<file path="config.mk">
export PLATFORM = sky130hd
export DESIGN_NAME = url_hostname_extractor
export DESIGN_NICKNAME = d
export VERILOG_FILES = /design/src/design/uhx_pkg.sv /design/src/design/uhx_parser.sv /design/src/design/uhx_emitter.sv /design/src/design/url_hostname_extractor.sv
export SDC_FILE = /design/constraint.sdc
export NUM_CORES = 1
export LEC_CHECK = 0
export BUFFER_PORTS_ARGS = -buffer_cell sky130_fd_sc_hd__buf_4
export CAP_MARGIN = 30
export CELL_PAD_IN_SITES_DETAIL_PLACEMENT = 0
export CELL_PAD_IN_SITES_GLOBAL_PLACEMENT = 1
export CORE_AREA = 2 2 204 206
export CTS_BUF_LIST = sky130_fd_sc_hd__clkbuf_8
export DETAILED_ROUTE_END_ITERATION = 16
export DIE_AREA = 0 0 206 208
export PLACE_DENSITY = 0.9
export SLEW_MARGIN = 20
export SYNTH_ARGS = -nofsm -noshare
export SYNTH_HDL_FRONTEND = slang
export SYNTH_HIERARCHICAL = 1
export SYNTH_SLANG_ARGS = --single-unit
</file>
<file path="constraint.sdc">
create_clock -name clk -period 3.2 [get_ports clk]
set_input_delay 0 -clock clk [delete_from_list [all_inputs] [get_ports clk]]
set_output_delay 0 -clock clk [all_outputs]
set_load 0.05 [all_outputs]
</file>
<file path="src/design/uhx_pkg.sv">
// ----------------------------------------------------------------------------
// uhx_pkg
// Shared types, character codes and helpers for the URL host name extractor.
// ----------------------------------------------------------------------------
package uhx_pkg;

    // Default host name buffer depth
    localparam int HOST_MAX_DEF = 64;

    // Character codes
    localparam logic [7:0] CH_UNDERSCORE = 8'h5F;
    localparam logic [7:0] CH_DOT        = 8'h2E;
    localparam logic [7:0] CH_DASH       = 8'h2D;
    localparam logic [7:0] CH_COLON      = 8'h3A;
    localparam logic [7:0] CH_SLASH      = 8'h2F;
    localparam logic [7:0] CH_UPPER_A    = 8'h41;
    localparam logic [7:0] CH_UPPER_Z    = 8'h5A;
    localparam logic [7:0] CH_LOWER_A    = 8'h61;
    localparam logic [7:0] CH_LOWER_Z    = 8'h7A;
    localparam logic [7:0] CH_DIGIT_0    = 8'h30;
    localparam logic [7:0] CH_DIGIT_9    = 8'h39;

    // Result status codes
    localparam logic [1:0] ST_OK        = 2'd0;
    localparam logic [1:0] ST_BAD_CHAR  = 2'd1;
    localparam logic [1:0] ST_TOO_LONG  = 2'd2;

    // Input beat
    typedef struct packed {
        logic [7:0] url_byte;
        logic       last_of_url;
    } url_beat_t;

    // Output beat
    typedef struct packed {
        logic [7:0] host_byte;
        logic       byte_valid;
        logic       run_end;
        logic [1:0] status;
    } host_beat_t;

    // Parser phases
    typedef enum logic [2:0] {
        PH_PROTO,
        PH_COLON,
        PH_SLASH,
        PH_HOST,
        PH_DONE
    } phase_t;

    // Kind of result run handed from parser to emitter
    typedef enum logic [1:0] {
        JOB_NAME,
        JOB_EMPTY,
        JOB_BAD,
        JOB_LONG
    } job_kind_t;

    typedef struct packed {
        logic      valid;
        job_kind_t kind;
    } job_t;

    // Letters, digits and underscore
    function automatic logic is_proto_char(input logic [7:0] c);
        return (c >= CH_UPPER_A && c <= CH_UPPER_Z) ||
               (c >= CH_LOWER_A && c <= CH_LOWER_Z) ||
               (c >= CH_DIGIT_0 && c <= CH_DIGIT_9) ||
               (c == CH_UNDERSCORE);
    endfunction

    // Protocol characters plus dot and hyphen
    function automatic logic is_host_char(input logic [7:0] c);
        return is_proto_char(c) || (c == CH_DOT) || (c == CH_DASH);
    endfunction

endpackage

</file>
<file path="src/design/uhx_parser.sv">
// ----------------------------------------------------------------------------
// uhx_parser
// Per-byte phase machine: writes kept characters into the name buffer and
// hands a finished run (kind and length) to the emitter.
// ----------------------------------------------------------------------------
module uhx_parser
    import uhx_pkg::*;
#(
    parameter int HOST_MAX = HOST_MAX_DEF,
    parameter int ADDR_W   = (HOST_MAX > 1) ? $clog2(HOST_MAX) : 1,
    parameter int LEN_W    = $clog2(HOST_MAX + 1)
)
(
    input  logic              clk,
    input  logic              rst_n,
    input  logic              accept,
    input  url_beat_t         beat,
    output logic              wr_en,
    output logic [ADDR_W-1:0] wr_addr,
    output logic [7:0]        wr_data,
    output job_t              job,
    output logic [LEN_W-1:0]  job_len
);

    phase_t           phase_reg, phase_next;
    logic [LEN_W-1:0] len_reg, len_next, len_k;
    logic             ov_reg, ov_next, ov_k;
    logic             keep, clr, fin, err, full;
    logic [7:0]       c;
    logic             last;

    assign c    = beat.url_byte;
    assign last = beat.last_of_url;

    // Next phase and per-byte actions
    always_comb
    begin
        phase_next = phase_reg;
        keep       = 1'b0;
        clr        = 1'b0;
        fin        = 1'b0;
        err        = 1'b0;
        if (accept)
        begin
            unique case (phase_reg)
                PH_PROTO:
                begin
                    if (is_proto_char(c))
                        keep = 1'b1;
                    else if (c == CH_DOT || c == CH_DASH)
                    begin
                        keep       = 1'b1;
                        phase_next = PH_HOST;
                    end
                    else if (c == CH_COLON)
                        phase_next = PH_COLON;
                    else if (c == CH_SLASH)
                        fin = 1'b1;
                    else
                    begin
                        fin = 1'b1;
                        err = 1'b1;
                    end
                end
                PH_COLON:
                begin
                    if (c == CH_SLASH)
                        phase_next = PH_SLASH;
                    else
                        fin = 1'b1;
                end
                PH_SLASH:
                begin
                    if (c == CH_SLASH)
                    begin
                        clr        = 1'b1;
                        phase_next = PH_HOST;
                    end
                    else
                        fin = 1'b1;
                end
                PH_HOST:
                begin
                    if (is_host_char(c))
                        keep = 1'b1;
                    else if (c == CH_COLON || c == CH_SLASH)
                        fin = 1'b1;
                    else
                    begin
                        fin = 1'b1;
                        err = 1'b1;
                    end
                end
                default:
                begin
                    // done: skip bytes until the last flag
                    if (last)
                    begin
                        phase_next = PH_PROTO;
                        clr        = 1'b1;
                    end
                end
            endcase
            // the last byte always ends a live parse
            if (phase_reg != PH_DONE && last)
                fin = 1'b1;
            if (fin)
                phase_next = last ? PH_PROTO : PH_DONE;
        end
    end

    // Buffer write, updated length and run hand-off
    always_comb
    begin
        full    = (len_reg == LEN_W'(HOST_MAX));
        wr_en   = keep && !full;
        wr_addr = len_reg[ADDR_W-1:0];
        wr_data = c;
        if (clr)
        begin
            len_k = '0;
            ov_k  = 1'b0;
        end
        else
        begin
            len_k = wr_en ? LEN_W'(len_reg + LEN_W'(1)) : len_reg;
            ov_k  = ov_reg || (keep && full);
        end
        job.valid = fin;
        priority if (err)
            job.kind = JOB_BAD;
        else if (ov_k)
            job.kind = JOB_LONG;
        else if (len_k == '0)
            job.kind = JOB_EMPTY;
        else
            job.kind = JOB_NAME;
        job_len  = len_k;
        len_next = fin ? '0 : len_k;
        ov_next  = fin ? 1'b0 : ov_k;
    end

    // State registers
    always_ff @(posedge clk or negedge rst_n)
    begin
        if (!rst_n)
        begin
            phase_reg <= PH_PROTO;
            len_reg   <= '0;
            ov_reg    <= 1'b0;
        end
        else
        begin
            phase_reg <= phase_next;
            len_reg   <= len_next;
            ov_reg    <= ov_next;
        end
    end

endmodule

</file>
<file path="src/design/uhx_emitter.sv">
// ----------------------------------------------------------------------------
// uhx_emitter
// Holds the name buffer memory and plays a finished run out as beats:
// read issue, registered read data stage, then the output register.
// ----------------------------------------------------------------------------
module uhx_emitter
    import uhx_pkg::*;
#(
    parameter int HOST_MAX = HOST_MAX_DEF,
    parameter int ADDR_W   = (HOST_MAX > 1) ? $clog2(HOST_MAX) : 1,
    parameter int LEN_W    = $clog2(HOST_MAX + 1)
)
(
    input  logic              clk,
    input  logic              rst_n,
    input  logic              wr_en,
    input  logic [ADDR_W-1:0] wr_addr,
    input  logic [7:0]        wr_data,
    input  job_t              job,
    input  logic [LEN_W-1:0]  job_len,
    output logic              busy,
    output logic              host_valid,
    input  logic              host_stall,
    output host_beat_t        host_data
);

    logic [7:0]       mem [HOST_MAX];
    logic [7:0]       mem_q;

    logic             job_active_reg;
    job_kind_t        kind_reg;
    logic [LEN_W-1:0] len_reg;
    logic [LEN_W-1:0] cnt_reg;

    logic             rd_valid_reg;
    logic             rd_mem_reg;
    logic             rd_end_reg;
    logic [1:0]       rd_status_reg;

    logic             out_valid_reg;
    host_beat_t       out_reg;

    logic             move, issue, name_job, last_issue;
    logic [1:0]       job_status;

    // Stage control
    always_comb
    begin
        move       = rd_valid_reg && (!out_valid_reg || !host_stall);
        issue      = job_active_reg && (!rd_valid_reg || move);
        name_job   = (kind_reg == JOB_NAME);
        last_issue = !name_job || (cnt_reg == LEN_W'(len_reg - LEN_W'(1)));
        unique case (kind_reg)
            JOB_BAD:  job_status = ST_BAD_CHAR;
            JOB_LONG: job_status = ST_TOO_LONG;
            default:  job_status = ST_OK;
        endcase
    end

    // Name buffer: writes come only while no run is active, so no overlap
    always_ff @(posedge clk)
    begin
        if (wr_en)
            mem[wr_addr] <= wr_data;
        if (issue && name_job)
            mem_q <= mem[cnt_reg[ADDR_W-1:0]];
    end

    // Control registers
    always_ff @(posedge clk or negedge rst_n)
    begin
        if (!rst_n)
        begin
            job_active_reg <= 1'b0;
            cnt_reg        <= '0;
            rd_valid_reg   <= 1'b0;
            out_valid_reg  <= 1'b0;
        end
        else
        begin
            if (job.valid)
            begin
                job_active_reg <= 1'b1;
                cnt_reg        <= '0;
            end
            else if (issue)
            begin
                cnt_reg <= LEN_W'(cnt_reg + LEN_W'(1));
                if (last_issue)
                    job_active_reg <= 1'b0;
            end

            if (issue)
                rd_valid_reg <= 1'b1;
            else if (move)
                rd_valid_reg <= 1'b0;

            if (move)
                out_valid_reg <= 1'b1;
            else if (out_valid_reg && !host_stall)
                out_valid_reg <= 1'b0;
        end
    end

    // Payload registers
    always_ff @(posedge clk)
    begin
        if (job.valid)
        begin
            kind_reg <= job.kind;
            len_reg  <= job_len;
        end
        if (issue)
        begin
            rd_mem_reg    <= name_job;
            rd_end_reg    <= last_issue;
            rd_status_reg <= job_status;
        end
        if (move)
        begin
            out_reg.host_byte  <= rd_mem_reg ? mem_q : 8'h00;
            out_reg.byte_valid <= rd_mem_reg;
            out_reg.run_end    <= rd_end_reg;
            out_reg.status     <= rd_status_reg;
        end
    end

    assign busy       = job_active_reg;
    assign host_valid = out_valid_reg;
    assign host_data  = out_reg;

    // A new run only starts once the previous one has been fully issued
    a_job_idle: assert property (@(posedge clk) disable iff (!rst_n)
        job.valid |-> !job_active_reg)
        else $error("run handed over while previous run still issuing");

    // No buffer write while the buffer is being read out
    a_no_wr_busy: assert property (@(posedge clk) disable iff (!rst_n)
        wr_en |-> !job_active_reg)
        else $error("name buffer written during read-out");

    // Read index stays inside the run
    a_cnt_range: assert property (@(posedge clk) disable iff (!rst_n)
        (job_active_reg && name_job) |-> (cnt_reg < len_reg))
        else $error("read index past run length");

    // Status and empty beats are single-beat runs carrying no character
    a_nochar_end: assert property (@(posedge clk) disable iff (!rst_n)
        (out_valid_reg && !out_reg.byte_valid) |-> out_reg.run_end)
        else $error("non-character beat without run end");

    a_err_nochar: assert property (@(posedge clk) disable iff (!rst_n)
        (out_valid_reg && out_reg.status != ST_OK) |-> !out_reg.byte_valid)
        else $error("error beat flagged as character");

endmodule

</file>
<file path="src/design/url_hostname_extractor.sv">
// ----------------------------------------------------------------------------
// url_hostname_extractor
// Extracts the host name from a URL streamed one byte per beat.
// ----------------------------------------------------------------------------
// Usage:
//   Input channel url_valid/url_stall/url_data carries one URL byte per beat
//   with last_of_url on the final byte. Output channel host_valid/host_stall/
//   host_data carries the extracted host name, one byte per beat, with
//   run_end on the last beat of each URL; an empty name, an invalid
//   character or a too-long name gives one beat with byte_valid low.
//   Parsing takes one byte per cycle while url_stall is low. When a parse
//   ends, url_stall rises and the name buffer memory is read out at one byte
//   per cycle; the first result beat passes through read issue, read data
//   and the output register. url_stall stays high until every beat of the
//   run has been issued from the single memory read port; bytes after the
//   end of a parse are taken at one per cycle and dropped once it falls.
//   When the receiver stalls, the output register and read stage hold and
//   read-out pauses. Reset returns the parser to the protocol phase and
//   empties all stages; the buffer contents need no clearing.
// ----------------------------------------------------------------------------
module url_hostname_extractor
    import uhx_pkg::*;
#(
    parameter int HOST_MAX = HOST_MAX_DEF
)
(
    input  logic       clk,
    input  logic       rst_n,
    input  logic       url_valid,
    output logic       url_stall,
    input  url_beat_t  url_data,
    output logic       host_valid,
    input  logic       host_stall,
    output host_beat_t host_data
);

    localparam int ADDR_W = (HOST_MAX > 1) ? $clog2(HOST_MAX) : 1;
    localparam int LEN_W  = $clog2(HOST_MAX + 1);

    logic              accept;
    logic              busy;
    logic              wr_en;
    logic [ADDR_W-1:0] wr_addr;
    logic [7:0]        wr_data;
    job_t              job;
    logic [LEN_W-1:0]  job_len;

    // Input is held off while a run is being read out of the buffer
    assign url_stall = busy;
    assign accept    = url_valid && !busy;

    uhx_parser #(
        .HOST_MAX (HOST_MAX),
        .ADDR_W   (ADDR_W),
        .LEN_W    (LEN_W)
    ) u_parser (
        .clk     (clk),
        .rst_n   (rst_n),
        .accept  (accept),
        .beat    (url_data),
        .wr_en   (wr_en),
        .wr_addr (wr_addr),
        .wr_data (wr_data),
        .job     (job),
        .job_len (job_len)
    );

    uhx_emitter #(
        .HOST_MAX (HOST_MAX),
        .ADDR_W   (ADDR_W),
        .LEN_W    (LEN_W)
    ) u_emitter (
        .clk        (clk),
        .rst_n      (rst_n),
        .wr_en      (wr_en),
        .wr_addr    (wr_addr),
        .wr_data    (wr_data),
        .job        (job),
        .job_len    (job_len),
        .busy       (busy),
        .host_valid (host_valid),
        .host_stall (host_stall),
        .host_data  (host_data)
    );

endmodule
</file>
; ---- After elaboration in Yosys (flattened, before gate mapping)
; Memories as Yosys holds them, arrays and structs flattened. A register that Yosys moved wholly into a read port is not among the register bits.
; Cells that the tools add are included.
[op_classes]
n_eq_ne = 18
magnitude_cmp = 6
reduce_logical = 41
addsub = 3
mux = 53
[ops]
columns = cell, n
row1 = 7-bit two-way mux, 5
row2 = 1-bit two-way mux, 34
row3 = "8-bit by 6-bit equality test with 1-bit output, second input constant", 4
row4 = 3-bit two-way mux, 8
row5 = "8-bit by 7-bit >= comparator with 1-bit output, second input constant", 2
row6 = "8-bit by 7-bit less-or-equal comparator with 1-bit output, second input constant", 2
row7 = "7-bit by 1-bit adder with 7-bit output, second input constant", 2
row8 = 3-bit case mux with 4 select lines, 1
row9 = 1-bit logical AND, 11
row10 = 1-bit logical OR, 11
row11 = "8-bit by 7-bit equality test with 1-bit output, second input constant", 1
row12 = "8-bit by 6-bit >= comparator with 1-bit output, second input constant", 1
row13 = "8-bit by 6-bit less-or-equal comparator with 1-bit output, second input constant", 1
row14 = 2-bit nonzero test, 4
row15 = 7-bit equality test, 1
row16 = "7-bit equality test, second input constant", 1
row17 = 7-bit logical NOT, 1
row18 = 7-bit AND reduction, 1
row19 = "7-bit by 1-bit subtractor with 7-bit output, second input constant", 1
row20 = "3-bit by 2-bit equality test with 1-bit output, second input constant", 2
row21 = 1-bit logical NOT, 6
row22 = "3-bit by 1-bit inequality test with 1-bit output, second input constant", 2
row23 = "3-bit inequality test, second input constant", 2
row24 = 1-bit case mux with 2 select lines, 3
row25 = 12 further kinds, 14
[word_totals]
register_bits = 46
out_inout_bits = 14
ram_bits = 512
n_memories = 1
[mem_list]
columns = memory, words, word_bits, read_ports, rd_ports_with_merged_regs, write_ports, line
row1 = u_emitter.mem, 64, 8, 1, 1, 1, uhx_emitter.sv:27  ; logic [7:0] mem [HOST_MAX];

; ---- Logic depth before layout (Yosys ltp)
[depth]
depth_word = 16
depth_mapped = 12

; ---- Hierarchy
; Netlist, hierarchy kept.
[by_module_without_submodules]
columns = mod, seq_area_each_um2, instances, area_each_um2, cells_per_inst
row1 = uhx_emitter, 16615.9, 1, 21722.1, 1065
row2 = uhx_parser, 275.3, 1, 1116.1, 128
row3 = url_hostname_extractor, 0.0, 1, 13.8, 1

; ---- Worst setup path after synthesis
; No wires, ideal clock.
[synth_path]
kind = register to register
from = register u_emitter.job_active_reg (netlist: u_emitter/busy)
to = memory u_emitter.mem[62][0] (enable)
path_buffers = 0
t_arrival_ns = 2.452
path_slack_ns = 0.378
period_less_slack_ns = 2.822
stages_incl_launch_ff = 9
cell_sequence = dfrtp_1 -> nor2b_4 -> nor2b_1 -> and2_1 -> nand2_1 -> nor2_4 -> nor2b_1 -> nand3_1 -> nor2_1
[synth_via]
elab_chain_cells = 6
[synth_lines]
columns = item, line
row1 = start: declaration, uhx_emitter.sv:30  ; logic job_active_reg;
row2 = start signal: assignment, uhx_emitter.sv:74  ; job_active_reg <= 1'b0;
row3 = start signal: assignment, uhx_emitter.sv:83  ; job_active_reg <= 1'b1;
row4 = start signal: assignment, uhx_emitter.sv:90  ; job_active_reg <= 1'b0;
row5 = 1-bit logical NOT, url_hostname_extractor.sv:50  ; assign accept = url_valid && !busy;
row6 = 1-bit logical AND, url_hostname_extractor.sv:50
row7 = via accept, url_hostname_extractor.sv:40  ; logic accept;
row8 = 1-bit two-way mux, uhx_parser.sv:43  ; if (accept)
row9 = 1-bit logical AND, uhx_parser.sv:116  ; wr_en = keep && !full;
row10 = via wr_en, url_hostname_extractor.sv:42  ; logic wr_en;
row11 = 1-bit two-way mux, uhx_emitter.sv:63  ; if (wr_en)
row12 = 1-bit two-way mux (implied by the code), uhx_emitter.sv:64  ; mem[wr_addr] <= wr_data;
row13 = end: declaration, uhx_emitter.sv:27
; The timed path passes the listed nets, and every way through them passes these cells.

; ---- Worst setup path in the final report
[layout_path]
from = register u_emitter.job_active_reg (netlist: u_emitter/busy)
to = memory u_emitter.mem[0][4] (enable)
; Same word-level chain as after synthesis.

==> flow_summary.json <==
{
  "crit-reg2reg-launch": "u_emitter/busy$_DFFE_PN0P_",
  "stdcell_count": 1963,
  "crit_type": "reg -> reg",
  "power_frac_seq_pct": 46.7,
  "power.leakage_nw": 8.567,
  "netlist.area_leader.share_pct": 71.62,
  "start_util_pct": 56.35,
  "core_area_um2": 40550,
  "crit-reg2reg-capture": "u_emitter/mem[0][4]$_DFFE_PP_",
  "clkPwrFrac_pct": 30.3,
  "cts_made_buffers": 85,
  "drcViolationCount": 0,
  "peakVddDrop_mv": 0.3016,
  "die_w_um": 206,
  "root_buffer": "clkbuf_8",
  "ff2ff_setup_slack_ns": 0.22,
  "status": "complete, but fails checks",
  "startpoint": "u_emitter/busy$_DFFE_PN0P_",
  "required_ns": 3.52,
  "async_flop_share_pct": 3.710,
  "min_period_over_period_pct": 93.19,
  "rsz0062_at_grt": "false",
  "synth_area_leaders": "edfxtp_1 72%, mux4_2 11%, dfrtp_1 2.3%",
  "die_h_um": 208,
  "crit_chain": "nor2b_4 > nor2b_1 > and2_1 > nand2_1 > nor2_4 > nor2b_1 > nand2_1 > nor2_1 > buf_4",
  "p_sw_w": 0.005067,
  "crit_fanout": 8,
  "drt-wirelength-per-cell_um": 26.55,
  "failed_checks": "hold timing",
  "crit_path_max_incr_delay_ns": 0.49,
  "synth_warnings": 6,
  "drive_above_1_share_pct": 27.97,
  "synth_nets": 1211,
  "syn_to_final_growth_pct": 13.63,
  "cts.path.max_buffers": 3,
  "timing_hold_violations_final": 21,
  "grtUsageTotal_pct": 24.93,
  "slew_violations": 0,
  "first_pass_iters": 5,
  "htree_levels": 3,
  "syn_inst": 1194,
  "antenna_found_initial": 1,
  "synth_largest_area_cell": "edfxtp_1",
  "ant_nets": 0,
  "largest_reg_flops": 512,
  "reg2reg_depth": 9,
  "cp.arrival_ns": 3.30,
  "cts_sinks": 566,
  "pin_count": 27,
  "dieArea_um2": 42850,
  "start_kind": "flip-flop",
  "swShare_pct": 27.94,
  "ys.flop_type": "edfxtp_1",
  "endpoint": "u_emitter/mem[0][4]$_DFFE_PP_",
  "worstMarginPinSlew_ns": 0.8012,
  "synth-seq-cells": 566,
  "portBuffers": 26,
  "overflow": 0,
  "crit_slowest_cell": "nand2_1",
  "holdCritPathClass": "in -> async",
  "grt_pass1_vias": 12570,
  "cp_num_buf_inv": 1,
  "clk_latency_ns": 0.63,
  "p_comb_share_pct": 23.0,
  "critPathTopFamily": "simple AND/OR/NAND/NOR gates",
  "grt_pass1_wl_um": 77670,
  "final_util_pct": 64.03,
  "hold_slack_ns": -0.03910,
  "vias": 12330,
  "vias_per_cell": 6.279,
  "max-slew-margin-rel_pct": 46.59,
  "tns_ns": 0,
  "nNetsFinal": 1389,
  "endpoint_kind": "flip-flop",
  "synth.distinct_cells": 78,
  "power_density_nw_per_um2": 698.4,
  "final-setup-viol-count": 0,
  "fin_skew_ns": 0.02882,
  "fillers": 2655,
  "syn_area_per_cell_um2": 19.14,
  "post-place-cells": 1807,
  "gp_congestion": 0.8471,
  "ys_seq_area_share_pct": 73.92,
  "crit_cells": 9,
  "synth_area_um2": 22850,
  "grt_max_degree": 66,
  "drt_wl_total_um": 52120,
  "drt-initial-drc-count": 1627,
  "fmax_mhz": 335.4,
  "cap_violations": 0,
  "hpwlAfterDp_um": 32840,
  "synth_edf_count": 545,
  "postCtsSetupBuffers": 0,
  "internal-power_w": 0.01307,
  "rows": 74,
  "layout_min_cycle_time_ns": 2.982,
  "path_clk_slew_ns": 0.07,
  "largest-register": "u_emitter/mem",
  "cts_tree": "built"
}
[power groups by stage]
stage | Clock, W | Sequential [W] | Combinational, W
after floorplan | 0 | 0.00864 | 0.00293
after global placement | 0 | 0.00861 | 0.00408
after detailed placement | 0 | 0.00862 | 0.00416
after CTS | 0.00558 | 0.00846 | 0.00418
after global routing | 0.00586 | 0.00847 | 0.00440
final | 0.00549 | 0.00847 | 0.00418
[worst register-to-register path, stage by stage (launching register included)]
cell,delay [ns]
dfrtp_1,0.40
nor2b_4,0.16
nor2b_1,0.26
and2_1,0.23
nand2_1,0.13
nor2_4,0.22
nor2b_1,0.31
nand2_1,0.49
nor2_1,0.27
buf_4,0.21
[cells in the mapped netlist, types with 3 or more instances]
| cell | number |
|---|---|
| nor3_1 | 8 |
| mux4_2 | 111 |
| edfxtp_1 | 545 |
| o22ai_1 | 4 |
| a41oi_1 | 4 |
| a2111oi_0 | 3 |
| dfrtp_1 | 21 |
| nand2_1 | 31 |
| a221oi_1 | 5 |
| nor2b_1 | 13 |
| buf_6 | 8 |
| nand3b_1 | 5 |
| buf_4 | 22 |
| a22oi_1 | 8 |
| xnor2_1 | 13 |
| ha_1 | 4 |
| buf_12 | 3 |
| mux2i_1 | 48 |
| a21oi_1 | 21 |
| o21ai_0 | 14 |
| nand3_1 | 12 |
| a211o_1 | 3 |
| buf_1 | 6 |
| or3_1 | 4 |
| o21ai_1 | 5 |
| nand4b_1 | 3 |
| nand2b_1 | 13 |
| inv_1 | 12 |
| o211ai_1 | 5 |
| a211oi_1 | 7 |
| xor2_1 | 6 |
| nor2_1 | 92 |
| nor4_1 | 3 |
| buf_2 | 13 |
| clkbuf_1 | 24 |
| a22o_1 | 10 |
| o221ai_1 | 11 |
| and2_1 | 17 |
| nand4_1 | 7 |
[area by class of cell]
| class | instances | area (um^2) | area share, % |
|---|---|---|---|
| timing repair buffer | 167 | 1374 | 5.291 |
| tap | 532 | 665.6 | 2.563 |
| inverter | 13 | 48.80 | 0.1879 |
| clock buffer | 87 | 1197 | 4.611 |
| multi-input combinational | 539 | 5419 | 20.87 |
| antenna | 1 | 2.502 | 0.009637 |
| sequential | 566 | 16900 | 65.08 |
| clock inverter | 58 | 359.1 | 1.383 |
[how the worst min path moves through the flow]
stage | to | slack (ns) | cells after the start
detailed placement | u_parser/phase_reg[0]$_DFFE_PN0P_ | -0.09 | 1
floorplan | u_emitter/busy$_DFFE_PN0P_ | -0.30 | 0
global route | u_parser/phase_reg[2]$_DFFE_PN0P_ | 0.005 | 3
finish | u_parser/phase_reg[2]$_DFFE_PN0P_ | -0.04 | 3
CTS | u_emitter/kind_reg[0]$_DFFE_PP_ | 0.01 | 4
global placement | u_parser/phase_reg[0]$_DFFE_PN0P_ | -0.1 | 1
[what timing repair did]
item	4_1_cts	5_1_grt
hold buffers	10	0
endpoints found under the setup margin	0	0
resized for setup	0	0
hold endpoints to repair	131	0
[cell usage in the layout (no fill, tap or decap), types with 8 or more instances in the layout]
cell / count
nand3_1: 12
buf_4: 149
mux4_2: 111
xnor2_1: 13
inv_1: 33
nor2b_1: 13
a22oi_1: 8
nand2_1: 31
nor2_1: 92
clkbuf_8: 87
a22o_1: 10
dlygate4sd3_1: 9
clkinv_1: 18
a21oi_1: 21
nand2b_1: 13
o221ai_1: 11
buf_12: 8
and2_1: 17
dfrtp_1: 18
edfxtp_1: 545
nor3_1: 8
clkinv_2: 11
o21ai_0: 14
mux2i_1: 48
[metrics by stage]
step,setup slack (ns),instance area [um^2],total power [W]
final,0.2181,25970,0.01814
after global routing,0.1472,25960,0.01873
after CTS,0.2990,25970,0.01822
after detailed placement,0.2328,24310,0.01277
after global placement,0.3713,24310,0.01268
after floorplan,0.3780,22850,0.01157
[cells by family after synthesis]
logic type	synth area share, %
AO/OA/AOI/OAI	4.331
adder cells (fa/ha/maj)	0.2190
AND/OR/NAND/NOR	5.015
XOR/XNOR	0.7282
flip-flops	73.92
buffers and inverters	2.371
multiplexers	13.42
[per-layer routing]
layer / part of all wire (%) / vias up / global-route usage (%) / routed length, um
li1: - / 5190 / - / -
met1: 37 / 6268 / 33.00 / 19510
met2: 49 / 750 / 39.88 / 25420
met3: 10 / 115 / 6.109 / 5345
met4: 3.5 / 2 / 10.37 / 1831
met5: 0.025 / - / 0 / 13
Power figures use the tool's default switching activity.
